### config.mk
export PLATFORM = sky130hd
export DESIGN_NAME = c_float_literal_recognizer
export DESIGN_NICKNAME = d
export VERILOG_FILES = /design/src/sv/cflr_pkg.sv /design/src/sv/c_float_literal_recognizer.sv
export SDC_FILE = /design/constraint.sdc
export NUM_CORES = 1
export LEC_CHECK = 0
export BUFFER_PORTS_ARGS = -buffer_cell sky130_fd_sc_hd__clkbuf_2
export CORE_MARGIN = 8
export CORE_UTILIZATION = 57
export DETAILED_ROUTE_END_ITERATION = 6
export PLACE_DENSITY_LB_ADDON = 0.15
export SLEW_MARGIN = 20
export SYNTH_ARGS = -nofsm -noshare
export SYNTH_HDL_FRONTEND = slang
export SYNTH_SLANG_ARGS = --single-unit
### constraint.sdc
create_clock -name clock -period 4.8 [get_ports clock]
set_input_delay 0.72 -clock clock [delete_from_list [all_inputs] [get_ports clock]]
set_output_delay 0.72 -clock clock [all_outputs]
set_load 0.05 [all_outputs]
### src/sv/cflr_pkg.sv
// ----------------------------------------------------------------------------
// cflr_pkg
// types, character codes and classifier functions for the float literal lexer
// ----------------------------------------------------------------------------
package cflr_pkg;

   localparam int LENGTH_BITS  = 12;
   localparam int LEN_OUT_BITS = 12;
   localparam int CHAR_BITS    = 21;

   typedef logic [CHAR_BITS-1:0]   char_type;
   typedef logic [LENGTH_BITS-1:0] count_type;

   localparam char_type CH_0     = 21'h30;
   localparam char_type CH_9     = 21'h39;
   localparam char_type CH_LA    = 21'h61;
   localparam char_type CH_LF    = 21'h66;
   localparam char_type CH_UA    = 21'h41;
   localparam char_type CH_UF    = 21'h46;
   localparam char_type CH_LX    = 21'h78;
   localparam char_type CH_UX    = 21'h58;
   localparam char_type CH_DOT   = 21'h2e;
   localparam char_type CH_LE    = 21'h65;
   localparam char_type CH_UE    = 21'h45;
   localparam char_type CH_LP    = 21'h70;
   localparam char_type CH_UP    = 21'h50;
   localparam char_type CH_PLUS  = 21'h2b;
   localparam char_type CH_MINUS = 21'h2d;
   localparam char_type CH_LL    = 21'h6c;
   localparam char_type CH_UL    = 21'h4c;

   typedef enum logic [1:0] {
      SFX_NONE  = 2'd0,
      SFX_FLOAT = 2'd1,
      SFX_LONG  = 2'd2
   } suffix_type;

   typedef enum logic [3:0] {
      PH_IDLE, PH_ZERO, PH_INT, PH_LDOT, PH_FRAC, PH_QE, PH_QS,
      PH_SE, PH_SS, PH_EXPD, PH_HX, PH_HI, PH_HDOT0, PH_HF
   } phase_type;

   typedef enum logic [1:0] {
      ACT_TAKE, ACT_MATCH, ACT_FAIL, ACT_SUFFIX
   } act_type;

   typedef struct packed {
      logic     first;
      logic     at_end;
      char_type character;
   } req_type;

   typedef struct packed {
      logic                    consumed;
      logic                    done_res;
      logic                    matched;
      logic [LEN_OUT_BITS-1:0] token_length;
      logic [1:0]              suffix_kind;
      logic                    overflow;
   } rsp_type;

   function automatic logic is_dec(input char_type c);
      return (c >= CH_0) && (c <= CH_9);
   endfunction

   function automatic logic is_hex(input char_type c);
      return is_dec(c) || ((c >= CH_LA) && (c <= CH_LF)) || ((c >= CH_UA) && (c <= CH_UF));
   endfunction

   function automatic logic is_sign(input char_type c);
      return (c == CH_PLUS) || (c == CH_MINUS);
   endfunction

   function automatic suffix_type suffix_of(input char_type c);
      suffix_type s;
      s = SFX_NONE;
      if ((c == CH_LF) || (c == CH_UF)) begin
         s = SFX_FLOAT;
      end else if ((c == CH_LL) || (c == CH_UL)) begin
         s = SFX_LONG;
      end
      return s;
   endfunction

endpackage

### src/sv/c_float_literal_recognizer.sv
// ----------------------------------------------------------------------------
// c_float_literal_recognizer
// lexer for c floating constants, one code point per request
// ----------------------------------------------------------------------------
// Usage: each request on the req_ channel carries one peeked code point,
// a first flag that opens a new match attempt and an at_end flag for an
// exhausted input. Each request gives exactly one response on rsp_: whether
// the character joined the token, whether the attempt finished, the verdict,
// the running token length (saturating, with overflow), and the suffix kind.
// A request is held in the input register, and the state step writes its
// response into the response register, where rsp_valid rises.
// Throughput is one request per cycle while rsp_ready stays high; the
// phase/length update is a single combinational step, so consecutive
// characters of a token stream back to back.
// Reset (synchronous, active high) empties both registers and returns the
// lexer to idle with a zero length.
// When the receiver stalls, the response register holds, the input register
// fills, and req_ready drops until rsp_ready frees the response register.
// ----------------------------------------------------------------------------
module c_float_literal_recognizer
   import cflr_pkg::*;
(
   input  logic    clock,
   input  logic    reset,
   input  logic    req_valid,
   output logic    req_ready,
   input  req_type req_data,
   output logic    rsp_valid,
   input  logic    rsp_ready,
   output rsp_type rsp_data
);

   req_type   req_ff;
   logic      req_valid_ff, req_valid_in;
   rsp_type   rsp_ff, rsp_in;
   logic      rsp_valid_ff, rsp_valid_in;
   phase_type phase_ff, phase_in;
   count_type count_ff, count_in;
   logic      sat_ff, sat_in;

   logic       advance;
   logic       restart;
   phase_type  cur_phase;
   phase_type  nxt;
   act_type    act;
   char_type   c;
   suffix_type sk;
   count_type  base_count;
   logic       base_sat;
   logic       take;

   assign advance      = req_valid_ff && (!rsp_valid_ff || rsp_ready);
   assign req_ready    = !req_valid_ff || advance;
   assign req_valid_in = (req_valid && req_ready) || (req_valid_ff && !advance);
   assign rsp_valid_in = advance || (rsp_valid_ff && !rsp_ready);
   assign rsp_valid    = rsp_valid_ff;
   assign rsp_data     = rsp_ff;

   // next phase and action
   always_comb begin
      restart   = req_ff.first || (phase_ff == PH_IDLE);
      cur_phase = restart ? PH_IDLE : phase_ff;
      c         = req_ff.at_end ? '0 : req_ff.character;
      sk        = suffix_of(c);
      act       = ACT_FAIL;
      nxt       = PH_IDLE;
      case (cur_phase)
         PH_IDLE: begin
            if (c == CH_0) begin
               act = ACT_TAKE; nxt = PH_ZERO;
            end else if (is_dec(c)) begin
               act = ACT_TAKE; nxt = PH_INT;
            end else if (c == CH_DOT) begin
               act = ACT_TAKE; nxt = PH_LDOT;
            end
         end
         PH_ZERO: begin
            if ((c == CH_LX) || (c == CH_UX)) begin
               act = ACT_TAKE; nxt = PH_HX;
            end else if (is_dec(c)) begin
               act = ACT_TAKE; nxt = PH_INT;
            end else if (c == CH_DOT) begin
               act = ACT_TAKE; nxt = PH_FRAC;
            end else if ((c == CH_LE) || (c == CH_UE)) begin
               act = ACT_TAKE; nxt = PH_SE;
            end
         end
         PH_INT: begin
            if (is_dec(c)) begin
               act = ACT_TAKE; nxt = PH_INT;
            end else if (c == CH_DOT) begin
               act = ACT_TAKE; nxt = PH_FRAC;
            end else if ((c == CH_LE) || (c == CH_UE)) begin
               act = ACT_TAKE; nxt = PH_SE;
            end
         end
         PH_LDOT: begin
            if (is_dec(c)) begin
               act = ACT_TAKE; nxt = PH_FRAC;
            end
         end
         PH_FRAC: begin
            if (is_dec(c)) begin
               act = ACT_TAKE; nxt = PH_FRAC;
            end else if ((c == CH_LE) || (c == CH_UE)) begin
               act = ACT_TAKE; nxt = PH_QE;
            end else if (sk != SFX_NONE) begin
               act = ACT_SUFFIX;
            end else begin
               act = ACT_MATCH;
            end
         end
         PH_QE: begin
            if (is_sign(c)) begin
               act = ACT_TAKE; nxt = PH_QS;
            end else if (is_dec(c)) begin
               act = ACT_TAKE; nxt = PH_EXPD;
            end else if (sk != SFX_NONE) begin
               act = ACT_SUFFIX;
            end else begin
               act = ACT_MATCH;
            end
         end
         PH_QS: begin
            if (is_dec(c)) begin
               act = ACT_TAKE; nxt = PH_EXPD;
            end else if (sk != SFX_NONE) begin
               act = ACT_SUFFIX;
            end else begin
               act = ACT_MATCH;
            end
         end
         PH_SE: begin
            if (is_sign(c)) begin
               act = ACT_TAKE; nxt = PH_SS;
            end else if (is_dec(c)) begin
               act = ACT_TAKE; nxt = PH_EXPD;
            end
         end
         PH_SS: begin
            if (is_dec(c)) begin
               act = ACT_TAKE; nxt = PH_EXPD;
            end
         end
         PH_EXPD: begin
            if (is_dec(c)) begin
               act = ACT_TAKE; nxt = PH_EXPD;
            end else if (sk != SFX_NONE) begin
               act = ACT_SUFFIX;
            end else begin
               act = ACT_MATCH;
            end
         end
         PH_HX: begin
            if (is_hex(c)) begin
               act = ACT_TAKE; nxt = PH_HI;
            end else if (c == CH_DOT) begin
               act = ACT_TAKE; nxt = PH_HDOT0;
            end
         end
         PH_HI: begin
            if (is_hex(c)) begin
               act = ACT_TAKE; nxt = PH_HI;
            end else if (c == CH_DOT) begin
               act = ACT_TAKE; nxt = PH_HF;
            end else if ((c == CH_LP) || (c == CH_UP)) begin
               act = ACT_TAKE; nxt = PH_SE;
            end
         end
         PH_HDOT0: begin
            if (is_hex(c)) begin
               act = ACT_TAKE; nxt = PH_HF;
            end
         end
         PH_HF: begin
            if (is_hex(c)) begin
               act = ACT_TAKE; nxt = PH_HF;
            end else if ((c == CH_LP) || (c == CH_UP)) begin
               act = ACT_TAKE; nxt = PH_SE;
            end
         end
         default: begin
            act = ACT_FAIL;
            nxt = PH_IDLE;
         end
      endcase
      phase_in = (act == ACT_TAKE) ? nxt : PH_IDLE;
   end

   // length counter and response
   always_comb begin
      base_count = restart ? '0 : count_ff;
      base_sat   = restart ? 1'b0 : sat_ff;
      take       = (act == ACT_TAKE) || (act == ACT_SUFFIX);
      count_in   = base_count;
      sat_in     = base_sat;
      if (take) begin
         if (base_count == {LENGTH_BITS{1'b1}}) begin
            sat_in = 1'b1;
         end else begin
            count_in = base_count + LENGTH_BITS'(1);
         end
      end
      rsp_in.consumed     = take;
      rsp_in.done_res     = (act != ACT_TAKE);
      rsp_in.matched      = (act == ACT_MATCH) || (act == ACT_SUFFIX);
      rsp_in.token_length = LEN_OUT_BITS'(count_in);
      rsp_in.suffix_kind  = (act == ACT_SUFFIX) ? sk : SFX_NONE;
      rsp_in.overflow     = sat_in;
   end

   always_ff @(posedge clock) begin
      if (reset) begin
         req_valid_ff <= 1'b0;
         rsp_valid_ff <= 1'b0;
         phase_ff     <= PH_IDLE;
         count_ff     <= '0;
         sat_ff       <= 1'b0;
      end else begin
         req_valid_ff <= req_valid_in;
         rsp_valid_ff <= rsp_valid_in;
         if (advance) begin
            phase_ff <= phase_in;
            count_ff <= count_in;
            sat_ff   <= sat_in;
         end
      end
   end

   always_ff @(posedge clock) begin
      if (req_valid && req_ready) begin
         req_ff <= req_data;
      end
      if (advance) begin
         rsp_ff <= rsp_in;
      end
   end

endmodule

==> impl_metrics.json <==
{
  "grt_pass1_vias": 2669,
  "postSynth.asyncResetShare_pct": 0,
  "register_area_mm2": 0.00161,
  "critPathArrivalTime_ns": 4.69,
  "cts-buffers-inserted": 9,
  "ant_nets": 0,
  "ctsRootBufferMaster": "clkbuf_8",
  "ys_warn_count": 0,
  "final_util_pct": 68.5,
  "synth_cell_types": 56,
  "cts_setup_buffers": 0,
  "endpoint_kind": "register",
  "fin_crit_sh_pct": 92.2,
  "rows": 27,
  "ys_ff_latch": 60,
  "setup.worst_path.start_class": "register",
  "cts_resized": 0,
  "holdWs_ns": 0.515,
  "synthAdderAreaFrac_pct": 1.52,
  "cts_tree": "built",
  "routed_via_density": 6.10,
  "ctsHtreeMaxLevel": 3,
  "synth-simple-area-share_pct": 26.4,
  "cts.sinks": 60,
  "yosysSeqAreaShare_pct": 49.0,
  "place.gp.congestion": 0.954,
  "fin_skew_ns": 0.00992,
  "cp.required_ns": 5.06,
  "stdcell_count": 465,
  "fin_nets": 419,
  "grt-ovfl-total": 0,
  "crit_type": "register to register",
  "place_area_mm2": 0.00359,
  "multiInputGateArea_mm2": 0.00155,
  "drive_gt1_share_pct": 19.8,
  "synth_xor_area_share_pct": 3.20,
  "drc": 0,
  "grt_usage_pct": 18.6,
  "clk_pin_slew_ns": 0.07,
  "tightest_slew_ns": 0.992,
  "antenna_cells": 0,
  "finalHoldViolCount": 0,
  "hold_depth": 2,
  "p_per_area_mw_per_mm2": 304,
  "syn-num-nets": 376,
  "area_delta_synth_final_pct": 15.4,
  "max_freq_ghz": 0.226,
  "power.total_mw": 1.15,
  "cp_max_fo": 7,
  "hold_buffers": 0,
  "tns_ns": 0,
  "core_area_mm2": 0.00554,
  "final_cell_mix": "clkbuf_2 (46), edfxtp_1 (41), nand2_1 (29)",
  "clk_latency_ns": 0.34,
  "synth-compound-area-share_pct": 15.0,
  "timing.final.ws_setup_ns": 0.376,
  "cap_viol_max_count": 0,
  "clockBufferDepth": 2,
  "final_common_cell": "clkbuf_2",
  "netlist_area_mm2": 0.00329,
  "antenna_found_initial": 0,
  "grt_pass1_wl_mm": 12.8,
  "num_vias": 2838,
  "die-area_mm2": 0.00846,
  "rsz0062_at_grt": "false",
  "die_w_um": 92.0,
  "synth_top_family_by_area": "simple AND/OR/NAND/NOR gates",
  "min_period_ns": 4.42,
  "fillers": 437,
  "numPortBuffers": 46,
  "fin_area_mm2": 0.00379,
  "wl_per_cell_um": 16.6,
  "muxShareOfSynthArea_pct": 0.951,
  "dr.pass1.iters": 4,
  "grt_max_degree": 24,
  "wirelength_mm": 7.73,
  "post-place-ws_ns": 0.439,
  "finalSetupViolations": 0,
  "dp_cells": 449,
  "die_y_um": 92.0,
  "synth-main-ff-cell": "edfxtp_1",
  "status": "completed",
  "maxSlewViolCount": 0,
  "hold_path_class": "register to register",
  "dp_hpwl_mm": 5.59,
  "r2r_cells": 12,
  "p_leak_nw": 1.36,
  "pin_count": 47,
  "post_synth.cell_area_avg_um2": 9.53,
  "slew_headroom_pct": 33.2,
  "ir_drop_mv": 0.267,
  "synth_edf_count": 41,
  "initial_core_util_pct": 59.4,
  "drtIter0Drc": 281,
  "syn_inst": 345
}
[Yosys cell counts (5+ instances only)]
library cell / number / area [um2]
and2_1: 7 / 43.8
xnor2_1: 6 / 52.6
xor2_1: 6 / 52.6
or4_1: 6 / 45.0
nand2b_1: 7 / 43.8
nand2_1: 29 / 109
nor2_1: 24 / 90.1
dfxtp_1: 19 / 380
nand4_1: 8 / 50.1
a21oi_1: 23 / 115
nand3_1: 19 / 95.1
nor2b_1: 5 / 31.3
nor3b_1: 5 / 37.5
inv_1: 12 / 45.0
o21ai_0: 20 / 100
edfxtp_1: 41 / 1230
clkbuf_1: 20 / 75.1
nor3_1: 10 / 50.1
and3_1: 7 / 43.8
a31oi_1: 6 / 37.5
nor4_1: 7 / 43.8
[final timing paths]
check,startpoint,slack [ns],end
max,req_ff[7]$_DFFE_PP_,0.38,count_ff[11]$_SDFFE_PP0P_
max reg2reg,req_ff[7]$_DFFE_PP_,0.38,count_ff[11]$_SDFFE_PP0P_
min reg2reg,count_ff[7]$_SDFFE_PP0P_,0.51,count_ff[7]$_SDFFE_PP0P_
min,count_ff[7]$_SDFFE_PP0P_,0.51,count_ff[7]$_SDFFE_PP0P_
[cell families after synthesis]
logic type / after synthesis
xor gates and xnor gates: 12
adders and majority gates: 4
muxes: 3
and+or+nand+nor: 155
DFF: 60
AOI/OAI and AO/OA: 77
buffers and inverters: 34
[power by group]
part / internal, mW / leakage (nW) / switching [mW]
registers: 0.573 / 0.533 / 0.0123
clock network: 0.293 / 0.105 / 0.196
logic: 0.0215 / 0.721 / 0.0565
[state kept, by name (all words and copies together), names as in the netlist]
register and count:
sat_ff 1, count_ff 12, rsp_data 18, phase_ff 4, rsp_valid 1, req_valid_ff 1, req_ff 23
[critical path: stages, from the launching register on]
cell	delay, ns
edfxtp_1	0.36
or4_4	0.57
or4_4	0.55
or4_4	0.53
a21boi_0	0.17
o211ai_1	0.14
a311o_1	0.30
ha_1	0.34
nand3b_1	0.19
a21oi_1	0.42
nand3_1	0.19
or4_1	0.44
a21oi_1	0.14
[routing by layer]
layer | vias up | GRT usage [%] | wire, um
met5 | - | 0 | 0
li1 | 1381 | - | -
met4 | 0 | 9.13 | 170
met3 | 17 | 5.13 | 623
met2 | 131 | 26.7 | 3370
met1 | 1309 | 25.3 | 3570
[layout make-up]
cell class	count	share of cell area [%]
Clock buffer	12	3.56
Clock inverter	4	1.95
Inverter	12	1.19
Multi-Input combinational cell	251	40.8
Sequential cell	60	42.5
Tap cell	72	2.37
Timing Repair Buffer	54	7.65
Power figures use the tool's default switching activity.
